`config.mk`:
```
export PLATFORM = sky130hd
export DESIGN_NAME = fifo_with_inflight_window_core
export DESIGN_NICKNAME = d
export VERILOG_FILES = /design/src/hw/rtl/fiw_pkg.sv /design/src/hw/rtl/fifo_with_inflight_window_core.sv /design/src/hw/rtl/fiw_ram.sv /design/src/hw/rtl/fiw_ctrl.sv /design/src/hw/rtl/fiw_datapath.sv
export SDC_FILE = /design/constraint.sdc
export NUM_CORES = 1
export LEC_CHECK = 0
export CAP_MARGIN = 20
export CORE_ASPECT_RATIO = 0.75
export CORE_UTILIZATION = 50
export CTS_CLUSTER_SIZE = 10
export DETAILED_ROUTE_END_ITERATION = 12
export DONT_BUFFER_PORTS = 1
export HOLD_SLACK_MARGIN = 0.08
export PLACE_DENSITY_LB_ADDON = 0.1
export SETUP_SLACK_MARGIN = 0.1
export SLEW_MARGIN = 40
export SYNTH_ARGS = -nofsm -noshare
export SYNTH_HDL_FRONTEND = slang
export SYNTH_SLANG_ARGS = --single-unit
```
`constraint.sdc`:
```
create_clock -name clk -period 4.4 [get_ports clk]
set_input_delay 0.44 -clock clk [delete_from_list [all_inputs] [get_ports clk]]
set_output_delay 0.44 -clock clk [all_outputs]
set_load 0.005 [all_outputs]
```
`src/hw/rtl/fiw_pkg.sv`:
```
package fiw_pkg;

  localparam int DEPTH      = 32;
  localparam int DATA_WIDTH = 32;
  localparam int IDX_W      = $clog2(DEPTH);
  localparam int CNT_W      = $clog2(DEPTH + 1);
  localparam int OP_W       = 3;
  localparam int CFG_W      = 6;
  localparam int FREE_W     = 6;
  localparam int ENTRY_W    = 32;
  localparam int CMP_W      = (CFG_W > CNT_W) ? CFG_W : CNT_W;

  typedef enum logic [OP_W-1:0] {
    OP_PUSH        = 3'd0,
    OP_TAKE        = 3'd1,
    OP_RELEASE     = 3'd2,
    OP_DROP        = 3'd3,
    OP_CLR_HANDLED = 3'd4,
    OP_CLR_ALL     = 3'd5
  } op_t;

  typedef enum logic [1:0] {
    ST_OK        = 2'd0,
    ST_NONE      = 2'd1,
    ST_FULL      = 2'd2,
    ST_NOTFLIGHT = 2'd3
  } status_t;

  typedef enum logic [1:0] {
    S_IDLE = 2'd0,
    S_READ = 2'd1,
    S_WAIT = 2'd2
  } state_t;

  typedef struct packed {
    logic    push;
    logic    rd_en;
    logic    rd_take;
    logic    take;
    logic    pop;
    logic    clr_inflight;
    logic    load;
    logic    entry_valid;
    status_t status;
    logic    last;
  } cmd_t;

  typedef struct packed {
    logic empty;
    logic full;
    logic none_to_take;
    logic no_inflight;
    logic fin_handled;
    logic fin_all;
    logic out_free;
  } stat_t;

endpackage

```
`src/hw/rtl/fifo_with_inflight_window_core.sv`:
```
// push, unknown ops and ops that find nothing to do: result goes into the result register as the beat is taken
// take, release, drop: the entry ram read is registered first, then the result register is loaded
// clears: one result per removed entry, each through the entry ram read; the next read waits while out_tready is low
// a new beat is taken once the result of the previous one is leaving and all entry ram reads
// for it are done, so take, release, drop and clears hold off the next beat until then
// rst_n (synchronous, active low) empties the queue and sets max_entries to 32
module fifo_with_inflight_window_core
  import fiw_pkg::*;
(
  input  logic             clk,
  input  logic             rst_n,
  input  logic             cfg_we,
  input  logic [CFG_W-1:0] cfg_wdata,
  input  logic             in_tvalid,
  output logic             in_tready,
  input  logic [31:0]      in_tdata,   // payload[31:0]
  input  logic [2:0]       in_tuser,   // op[2:0]
  output logic             out_tvalid,
  input  logic             out_tready,
  output logic [39:0]      out_tdata,  // entry_data[31:0], free_slots[37:32], zero[39:38]
  output logic [2:0]       out_tuser,  // entry_valid[0], status[2:1]
  output logic             out_tlast
);

  cmd_t               cmd;
  stat_t              stat;
  logic [ENTRY_W-1:0] entry_data;
  logic               entry_valid;
  status_t            status;
  logic [FREE_W-1:0]  free_slots;

  fiw_ctrl u_ctrl (
    .clk       (clk),
    .rst_n     (rst_n),
    .in_tvalid (in_tvalid),
    .in_tready (in_tready),
    .op        (in_tuser),
    .stat      (stat),
    .cmd       (cmd)
  );

  fiw_datapath u_dp (
    .clk         (clk),
    .rst_n       (rst_n),
    .cfg_we      (cfg_we),
    .cfg_wdata   (cfg_wdata),
    .payload     (in_tdata),
    .cmd         (cmd),
    .stat        (stat),
    .out_tvalid  (out_tvalid),
    .out_tready  (out_tready),
    .entry_data  (entry_data),
    .entry_valid (entry_valid),
    .status      (status),
    .free_slots  (free_slots),
    .last        (out_tlast)
  );

  assign out_tdata = {2'b00, free_slots, entry_data};
  assign out_tuser = {status, entry_valid};

  a_accept_out_free: assert property (@(posedge clk) disable iff (!rst_n)
    (in_tvalid && in_tready) |-> (!out_tvalid || out_tready))
    else $error("input beat taken while result register busy");

  a_no_entry_zero: assert property (@(posedge clk) disable iff (!rst_n)
    (out_tvalid && !out_tuser[0]) |-> (out_tdata[31:0] == 32'd0))
    else $error("entry_data not zero without entry");

  a_ok_carries_entry: assert property (@(posedge clk) disable iff (!rst_n)
    (out_tvalid && out_tuser[0]) |-> (out_tuser[2:1] == ST_OK))
    else $error("entry reported with error status");

  a_error_is_last: assert property (@(posedge clk) disable iff (!rst_n)
    (out_tvalid && (out_tuser[2:1] != ST_OK)) |-> out_tlast)
    else $error("error result not marked last");

endmodule

```
`src/hw/rtl/fiw_ram.sv`:
```
module fiw_ram #(
  parameter int WIDTH = 32,
  parameter int DEPTH = 32
) (
  input  logic                     clk,
  input  logic                     we,
  input  logic [$clog2(DEPTH)-1:0] waddr,
  input  logic [WIDTH-1:0]         wdata,
  input  logic                     re,
  input  logic [$clog2(DEPTH)-1:0] raddr,
  output logic [WIDTH-1:0]         rdata
);

  logic [WIDTH-1:0] mem [DEPTH];

  always_ff @(posedge clk) begin
    if (we) begin
      mem[waddr] <= wdata;
    end
    if (re) begin
      rdata <= mem[raddr];
    end
  end

endmodule

```
`src/hw/rtl/fiw_ctrl.sv`:
```
module fiw_ctrl
  import fiw_pkg::*;
(
  input  logic            clk,
  input  logic            rst_n,
  input  logic            in_tvalid,
  output logic            in_tready,
  input  logic [OP_W-1:0] op,
  input  stat_t           stat,
  output cmd_t            cmd
);

  state_t state_r, state_nxt;
  op_t    op_r, op_nxt;
  logic   accept;

  always_ff @(posedge clk) begin
    if (!rst_n) begin
      state_r <= S_IDLE;
      op_r    <= OP_PUSH;
    end else begin
      state_r <= state_nxt;
      op_r    <= op_nxt;
    end
  end

  always_comb begin
    state_nxt = state_r;
    op_nxt    = op_r;
    cmd       = '0;
    cmd.status = ST_OK;
    cmd.last   = 1'b1;
    in_tready = (state_r == S_IDLE) && stat.out_free;
    accept    = in_tvalid && in_tready;
    case (state_r)
      S_IDLE: begin
        if (accept) begin
          op_nxt = op_t'(op);
          case (op_t'(op))
            OP_PUSH: begin
              cmd.load = 1'b1;
              if (stat.full) begin
                cmd.status = ST_FULL;
              end else begin
                cmd.push = 1'b1;
              end
            end
            OP_TAKE: begin
              if (stat.none_to_take) begin
                cmd.load   = 1'b1;
                cmd.status = ST_NONE;
              end else begin
                cmd.rd_en   = 1'b1;
                cmd.rd_take = 1'b1;
                state_nxt   = S_READ;
              end
            end
            OP_RELEASE: begin
              if (stat.empty) begin
                cmd.load   = 1'b1;
                cmd.status = ST_NONE;
              end else if (stat.no_inflight) begin
                cmd.load   = 1'b1;
                cmd.status = ST_NOTFLIGHT;
              end else begin
                cmd.rd_en = 1'b1;
                state_nxt = S_READ;
              end
            end
            OP_DROP, OP_CLR_ALL: begin
              if (stat.empty) begin
                cmd.load   = 1'b1;
                cmd.status = ST_NONE;
              end else begin
                cmd.rd_en = 1'b1;
                state_nxt = S_READ;
              end
            end
            OP_CLR_HANDLED: begin
              if (stat.empty || stat.no_inflight) begin
                cmd.load   = 1'b1;
                cmd.status = ST_NONE;
              end else begin
                cmd.rd_en = 1'b1;
                state_nxt = S_READ;
              end
            end
            default: begin
              cmd.load   = 1'b1;
              cmd.status = ST_NONE;
            end
          endcase
        end
      end
      S_READ: begin
        cmd.load        = 1'b1;
        cmd.entry_valid = 1'b1;
        state_nxt       = S_IDLE;
        case (op_r)
          OP_TAKE: begin
            cmd.take = 1'b1;
          end
          OP_CLR_HANDLED: begin
            cmd.pop  = 1'b1;
            cmd.last = stat.fin_handled;
            if (!stat.fin_handled) begin
              state_nxt = S_WAIT;
            end
          end
          OP_CLR_ALL: begin
            cmd.pop          = 1'b1;
            cmd.last         = stat.fin_all;
            cmd.clr_inflight = stat.fin_all;
            if (!stat.fin_all) begin
              state_nxt = S_WAIT;
            end
          end
          default: begin
            cmd.pop = 1'b1;
          end
        endcase
      end
      S_WAIT: begin
        if (stat.out_free) begin
          cmd.rd_en = 1'b1;
          state_nxt = S_READ;
        end
      end
      default: begin
        state_nxt = S_IDLE;
      end
    endcase
  end

endmodule

```
`src/hw/rtl/fiw_datapath.sv`:
```
module fiw_datapath
  import fiw_pkg::*;
(
  input  logic              clk,
  input  logic              rst_n,
  input  logic              cfg_we,
  input  logic [CFG_W-1:0]  cfg_wdata,
  input  logic [ENTRY_W-1:0] payload,
  input  cmd_t              cmd,
  output stat_t             stat,
  output logic              out_tvalid,
  input  logic              out_tready,
  output logic [ENTRY_W-1:0] entry_data,
  output logic              entry_valid,
  output status_t           status,
  output logic [FREE_W-1:0] free_slots,
  output logic              last
);

  logic [CFG_W-1:0]      max_entries_r;
  logic [IDX_W-1:0]      oldest_r, oldest_nxt;
  logic [CNT_W-1:0]      count_r, count_nxt;
  logic [CNT_W-1:0]      inflight_r, inflight_nxt;
  logic [CNT_W-1:0]      cap;
  logic [CNT_W-1:0]      free_nxt;
  logic [IDX_W-1:0]      waddr, raddr;
  logic [DATA_WIDTH-1:0] rdata;
  logic                  out_valid_r;
  logic [ENTRY_W-1:0]    out_data_r;
  logic                  out_ev_r;
  status_t               out_st_r;
  logic [FREE_W-1:0]     out_free_r;
  logic                  out_last_r;

  function automatic logic [IDX_W-1:0] wrap_add(input logic [IDX_W-1:0] a,
                                                input logic [CNT_W-1:0] b);
    logic [CNT_W:0] s;
    s = (CNT_W+1)'(a) + (CNT_W+1)'(b);
    if (s >= (CNT_W+1)'(DEPTH)) begin
      s = s - (CNT_W+1)'(DEPTH);
    end
    return IDX_W'(s);
  endfunction

  always_comb begin
    if (CMP_W'(max_entries_r) > CMP_W'(DEPTH)) begin
      cap = CNT_W'(DEPTH);
    end else begin
      cap = CNT_W'(max_entries_r);
    end
  end

  assign waddr = wrap_add(oldest_r, count_r);
  assign raddr = cmd.rd_take ? wrap_add(oldest_r, inflight_r) : oldest_r;

  fiw_ram #(
    .WIDTH (DATA_WIDTH),
    .DEPTH (DEPTH)
  ) u_ram (
    .clk   (clk),
    .we    (cmd.push),
    .waddr (waddr),
    .wdata (payload[DATA_WIDTH-1:0]),
    .re    (cmd.rd_en),
    .raddr (raddr),
    .rdata (rdata)
  );

  always_comb begin
    oldest_nxt   = oldest_r;
    count_nxt    = count_r;
    inflight_nxt = inflight_r;
    if (cmd.push) begin
      count_nxt = count_r + CNT_W'(1);
    end
    if (cmd.take) begin
      inflight_nxt = inflight_r + CNT_W'(1);
    end
    if (cmd.pop) begin
      oldest_nxt = wrap_add(oldest_r, CNT_W'(1));
      count_nxt  = count_r - CNT_W'(1);
      if (inflight_r != '0) begin
        inflight_nxt = inflight_r - CNT_W'(1);
      end
    end
    if (cmd.clr_inflight) begin
      inflight_nxt = '0;
    end
    free_nxt = (cap > count_nxt) ? (cap - count_nxt) : '0;
  end

  always_ff @(posedge clk) begin
    if (!rst_n) begin
      max_entries_r <= CFG_W'(32);
      oldest_r      <= '0;
      count_r       <= '0;
      inflight_r    <= '0;
    end else begin
      if (cfg_we) begin
        max_entries_r <= cfg_wdata;
      end
      oldest_r   <= oldest_nxt;
      count_r    <= count_nxt;
      inflight_r <= inflight_nxt;
    end
  end

  // result register
  always_ff @(posedge clk) begin
    if (!rst_n) begin
      out_valid_r <= 1'b0;
    end else if (cmd.load) begin
      out_valid_r <= 1'b1;
    end else if (out_tready) begin
      out_valid_r <= 1'b0;
    end
  end

  always_ff @(posedge clk) begin
    if (cmd.load) begin
      out_data_r <= cmd.entry_valid ? ENTRY_W'(rdata) : '0;
      out_ev_r   <= cmd.entry_valid;
      out_st_r   <= cmd.status;
      out_free_r <= FREE_W'(free_nxt);
      out_last_r <= cmd.last;
    end
  end

  assign stat.empty        = (count_r == '0);
  assign stat.full         = (count_r >= cap);
  assign stat.none_to_take = (inflight_r >= count_r);
  assign stat.no_inflight  = (inflight_r == '0);
  assign stat.fin_all      = (count_r == CNT_W'(1));
  assign stat.fin_handled  = (count_r == CNT_W'(1)) || (inflight_r <= CNT_W'(1));
  assign stat.out_free     = !out_valid_r || out_tready;

  assign out_tvalid  = out_valid_r;
  assign entry_data  = out_data_r;
  assign entry_valid = out_ev_r;
  assign status      = out_st_r;
  assign free_slots  = out_free_r;
  assign last        = out_last_r;

endmodule

```
# == Word level (Yosys, flattened, before mapping) ==
# Memory sizes are Yosys's and may differ from the RTL's. A register that Yosys moved wholly into a read port is not among the register bits.
# Cells that the tools add are included.
# Widths: inputs -> output; s select.
# word_totals
reg_bits,71
ram_bits,1024
in_bits,46
output_inout_bits,46
wordCells,129
memories,1
# op_classes
add_sub_neg,11
magnitude_cmp,8
eq_ne,19
muxes,61
bitwise_logic,1
n_reduce_logical,16
# mem_list
name,depth,word_bits,rd,rd_ports_with_merged_regs,wr,line,source
u_dp.u_ram.mem,32,32,1,1,1,fiw_ram.sv:14,logic [WIDTH-1:0] mem [DEPTH];
# op_table
cell,n
$mux 6,6
$mux 1,27
$mux 2,13
$mux 5,4
$ne 3x3->1 const B,5
$sub 5x1->5 const B,3
$add 5x6->7,2
$ge 7x6->1 const B,2
$add 6x1->6 const B,2
$eq 3x3->1 const B,4
$ge 6x6->1,2
$logic_not 6->1,2
$sub 6x1->6 const B,2
$pmux 2 s5,1
$pmux 1 s4,2
$pmux 2 s4,1
$reduce_and 8->1,1
$add 5x1->6 const B,1
$eq 3x1->1 const B,2
$eq 3x2->1 const B,2
$eq 6x1->1 const B,1
$ge 6x6->1 const B,1
$gt 6x6->1,1
$gt 6x6->1 const B,1
20 further kinds,28

# == Longest topological paths before layout ==
# depth
depth_word,10
mapped_depth,20
ltp_nobuf,19

# == Modules after synthesis ==
# From an unflattened synthesis, not the netlist that was laid out.
# unflattened
cells_unflattened,2655
area_unflattened_um2,44868.0
# modules_own_cells
mod,instances,cells_per_inst,area_per_inst_um2,seq_area_each_um2
fiw_ram,1,2260,40812.9,31710.4
fiw_datapath,1,332,3573.4,1741.7
fiw_ctrl,1,59,455.4,100.1
fifo_with_inflight_window_core,1,4,26.3,0.0

# == Least setup slack after synthesis ==
# No wires, ideal clock.
# synth_path
path_kind,reg-to-reg
startpoint,register u_dp.count_r[0]
endpoint,"memory u_dp.u_ram.mem[10][0], enable pin"
setup_ns,0.421
arrival_ns,3.812
required_ns,3.979
path_slack_ns,0.167
stages_incl_launch_ff,12
path_buffers,1
synth_period_minus_slack_ns,4.233
path_cell_list,dfxtp_1 inv_1 ha_1 nand2b_1 a21o_1 a21o_1 a21o_1 a21o_1 a211oi_1 clkbuf_1 nand3b_1 nor2_1
# synth_via
elab_chain_cells,7
word_cells_on_any_way,11
cone_classes,add/sub (2); order compare (2); mux (7)
# synth_rtl
element,line,source
"start, declared",fiw_datapath.sv:22,"logic [CNT_W-1:0] count_r, count_nxt;"
"start signal, assigned",fiw_datapath.sv:103,count_r <= count_nxt;
branches (longest 7 deep; another with $add 5x6->7),n/a,
"end, declared",fiw_ram.sv:14,
# Several ways; the timed one is not identified.

# == Final worst setup path ==
# layout_path
startpoint,register u_dp.count_r[3]
endpoint,"register u_dp.u_ram.rdata[1], read port of u_dp.u_ram.mem (data pin)"
# layout_via
elab_chain_cells,6
word_cells_on_any_way,13
cone_classes,order compare (1); mux (10); reduce/logical (2)
# layout_rtl
element,line,source
branches (longest 3 deep; another with $ge 6x6->1),n/a,
$mux 3 (*),fiw_ctrl.sv:37,if (accept) begin
$mux 1 or $mux 3 (tied branches),"fiw_ctrl.sv:35, fiw_ctrl.sv:37",
$mux 5 or $pmux 1 s2 (tied branches),"fiw_datapath.sv:54, fiw_ctrl.sv:35",
"end, declared",fiw_ram.sv:11,output logic [WIDTH-1:0] rdata
# Mark *: on every way between the ends.
# A chain may end at the register's enable or synchronous reset.

==> reports/metrics.csv <==
stage;metric;value;unit
run_status;status;completed;
global_routing;vias in the first global route;30600;
finish;post-route cell area;0.0533;mm2
die;die height;266;um
worst_setup_path;Worst Setup End Kind;flip-flop;
timing;setup violators final;0;
timing;Clock Skew;0.0191;ns
worst_setup_path;peak fanout along the critical path;13;
worst_hold_path;worst min path class;in -> reg;
cts;CTS Buf Count;131;
cts;Clk pin slew, worst setup/hold paths;0.06;ns
timing;RSZ-0062 raised after global routing;true;
timing;Slew @ Worst Pin;0.762;ns
worst_setup_path;reg2reg start;u_dp.count_r[3]$_SDFF_PN0_;
placement;HPWL Detailed;81800;um
global_routing;GR Util met1;0.473;
timing;Period Utilization, post-route;0.954;
finish;fillers;7241;
worst_hold_path;HP Start;in_tuser[0];
routing;Antenna Nets Post-Route;0;
timing;Final Hold Fails;0;
global_routing;GR peak layer;met1;
power;VDD IR max;0.420;mV
placement;placed cells;4625;
die;core area;0.0918;mm2
placement;I/O Buffers;0;
global_routing;Tot GR Track Use;0.313;
worst_setup_path;delay of the slowest cell on the worst path;0.55;ns
placement;gpl congestion;0.844;
placement;DP Area;0.0491;mm2
logic_synthesis;Mapped Cells;3511;
cts;Clk Latency, worst-skew pair;0.76;ns
cts;CTS Sinks;1127;
logic_synthesis;Top FF cell, synth;edfxtp_1;
global_routing;pin count of the biggest net entering global routing;162;
die;Initial Utilization;0.506;
timing;maximum operating frequency;238;MHz
logic_synthesis;EDFF count, synth;1098;
timing;setup_tns;0;ns
global_routing;met2 usage;0.456;
worst_setup_path;crit start category;flip-flop;
worst_setup_path;crit path DAT;4.80;ns
routing;drt pass-1 iters;6;
die;Die ar.;0.0941;mm2
worst_setup_path;CP Cell Sequence;inv_1 -> ha_1 -> a211o_1 -> o211ai_4 -> o211ai_4 -> nor3_1 -> xnor2_1 -> or2_2 -> buf_4 -> a41oi_1 -> nor4_1 -> buf_4;
logic_synthesis;Syn. warnings;0;
worst_setup_path;slowest CP cell;nor4_1;
die;# IOs;92;
die;Die X;354;um
worst_setup_path;CP Buf/Inv Count;3;
finish;area delta synth->final;14.9;%
power;Lkg Pwr;17.4;nW
cts;htree depth;4;
worst_setup_path;critical path class;reg -> reg;
power;Cell Pwr Density;414;mW/mm2
global_routing;initial antenna violation count;7;
global_routing;met3 Use GR;0.0571;
finish;fraction of layout cells with a size suffix above 1;0.124;
cts;CTS tree;yes;
worst_setup_path;R2R Setup Slk;0.20;ns
worst_setup_path;crit-path leading delay family;simple AND/OR/NAND/NOR gates;
global_routing;GRT overflow;0;
finish;nets;3679;
logic_synthesis;syn avg cell area;13.2;um2
routing;DRT Wirelength;149000;um
timing;final slew viol count;0;
timing;clock period minus worst slack;4.20;ns
die;row cnt;96;
logic_synthesis;Seq/Total Area, Yosys;0.722;
worst_setup_path;reg2reg end;u_dp.u_ram.rdata[1]$_DFFE_PP_;
timing;Slew HR;0.490;
routing;Routed WL per cell;30.6;um
logic_synthesis;fraction of registers with async set/reset;0;
cts;Clock Tree Buf Depth;3;
routing;DRT iter0 DRCs;4826;
cts;Root Driver;clkbuf_16;
power;Overall Power;22.1;mW
logic_synthesis;Unique masters post-synth;59;
logic_synthesis;synth top area cells;edfxtp_1 (71%), nand3_1 (11%), o21ai_0 (5.6%);
routing;via count;32400;
worst_hold_path;WHS Endpoint;u_dp.status[0]$_SDFFCE_PN0P_;
job;MaxCap Viol Count;0;
routing;Via density;6.68;
global_routing;global-route wire length before repair;215000;um
timing;hold_ws;0.180;ns
worst_hold_path;hold depth;3;
logic_synthesis;Yosys top cell area share;0.710;
finish;Finished Layout Cells;4851;
routing;DRC;0;
logic_synthesis;dominant cell type by area after synthesis;edfxtp_1;
worst_setup_path;worst reg2reg path depth;12;
worst_setup_path;CP required;5.00;ns
logic_synthesis;Synth Cell Area;0.0464;mm2
logic_synthesis;number of synthesized register bits;1127;
placed cells by master, fill, tap and decap left out, types with 3 or more instances in the layout:
cell,netlist,final
a21boi_0,5,4
a21o_1,11,11
a21oi_1,19,18
a31oi_1,3,3
a41oi_1,130,130
and2_1,39,38
buf_12,0,56
buf_2,82,27
buf_4,13,152
clkbuf_1,190,11
clkbuf_16,0,137
clkinv_8,0,4
dfxtp_1,29,29
dlygate4sd3_1,0,22
edfxtp_1,1098,1098
fa_1,3,3
ha_1,33,33
inv_1,18,18
inv_6,0,4
mux2i_1,15,14
nand2_1,45,42
nand2b_1,9,7
nand3_1,1031,1030
nand3b_1,3,3
nand4_1,7,7
nor2_1,55,22
nor2_4,1,34
nor2b_1,14,12
nor3_1,10,10
nor3b_1,3,3
nor4_1,36,36
o21ai_0,519,518
o21ai_4,1,3
o31ai_4,1,4
or4_1,4,4
xnor2_1,18,18
xor2_1,8,8
how the worst max path moves through the flow:
stage                                  startpoint                               end  slack (ns)  cells past startpoint
2_1_floorplan          u_dp.count_r[0]$_SDFF_PN0_   u_dp.u_ram.mem[10][0]$_DFFE_PP_        0.17                     11
3_3_place_gp   u_dp.max_entries_r[0]$_SDFFE_PN0P_  u_dp.free_slots[4]$_SDFFCE_PP0P_        0.19                     20
3_5_place_dp        u_dp.inflight_r[0]$_SDFF_PP0_     u_dp.u_ram.rdata[1]$_DFFE_PP_        0.17                     13
4_1_cts             u_dp.inflight_r[0]$_SDFF_PP0_     u_dp.u_ram.rdata[1]$_DFFE_PP_        0.14                     13
5_1_grt             u_dp.inflight_r[0]$_SDFF_PP0_     u_dp.u_ram.rdata[1]$_DFFE_PP_        0.05                     12
6_report               u_dp.count_r[3]$_SDFF_PN0_     u_dp.u_ram.rdata[1]$_DFFE_PP_        0.20                     12
per-stage QoR:
stage | util | setup WS [ns]
finish | 0.581 | 0.201
global route | 0.581 | 0.0531
CTS | 0.581 | 0.138
detailed placement | 0.535 | 0.174
global placement | 0.535 | 0.193
floorplan | - | 0.167
synth_stat cells, types with 2 or more instances:
cell	instances
nand2b_1	9
nand2_1	45
nand3_1	1031
edfxtp_1	1098
nor3b_1	3
inv_1	18
or4_1	4
buf_4	13
nor4_1	36
o211ai_1	2
xnor2_1	18
mux2i_1	15
buf_2	82
clkbuf_1	190
dfxtp_1	29
a211oi_1	2
nor2b_1	14
nand4_1	7
or2_1	2
fa_1	3
a41oi_1	130
a21oi_1	19
a21o_1	11
o21ai_0	519
buf_1	23
ha_1	33
a31oi_1	3
and3_1	3
nor3_1	10
o22ai_1	2
nor2_1	55
xor2_1	8
o31ai_2	3
and2_1	39
o21ai_1	2
a21boi_0	5
nand3b_1	3
sequential cells by signal, indices dropped and copies added (netlist names), 2 cells and up:
register,count
u_dp.u_ram.mem,1024
u_dp.entry_data,32
u_dp.u_ram.rdata,32
u_dp.count_r,6
u_dp.free_slots,6
u_dp.inflight_r,6
u_dp.max_entries_r,6
u_dp.oldest_r,5
u_ctrl.op_r,3
u_ctrl.state_r,2
u_dp.status,2
per-layer routing:
| layer | part of all wire | vias to the layer above |
|---|---|---|
| met1 | 0.43 | 16400 |
| li1 | - | 13800 |
| met3 | 0.10 | 251 |
| met2 | 0.44 | 1960 |
| met5 | 0.000088 | - |
| met4 | 0.032 | 2 |
report_power, final:
group	internal [mW]	switching, mW
Combinational	0.167	0.414
Sequential	11.9	0.0395
Clock	5.53	4.09
cell type report:
type,instances,area [um2],area share
antenna,2,5.00,0.0000938
clock buffer,148,3470,0.0650
clock inverter,12,134,0.00251
inverter,18,67.6,0.00127
multi-input combinational,2060,11900,0.224
sequential,1127,33600,0.629
tap,1225,1530,0.0287
timing repair buffer,259,2660,0.0498
worst min-delay path, stage by stage:
cell and delay (ns):
nor2_1 0.02, o22ai_1 0.15, a31oi_1 0.13
logic make-up (layout without fill, tap and decap cells):
group,count (synthesis),after routing,synth area share
muxes,15,15,0.00323
and+or+nand+nor,1267,1268,0.138
other,1,4,0.0000807
adders and majority gates,36,36,0.0102
buffers and inverters,326,437,0.0296
DFF,1127,1127,0.722
AOI/OAI and AO/OA,713,713,0.0912
xor gates and xnor gates,26,26,0.00490
repair_timing:
item	4_1_cts	5_1_grt
gates resized for setup	0	7
buffers inserted	0	7
setup endpoints to repair	0	7
endpoints found under the hold margin	1055	0
hold buffers	55	0
Note: power is estimated with default switching activity, not from simulation.
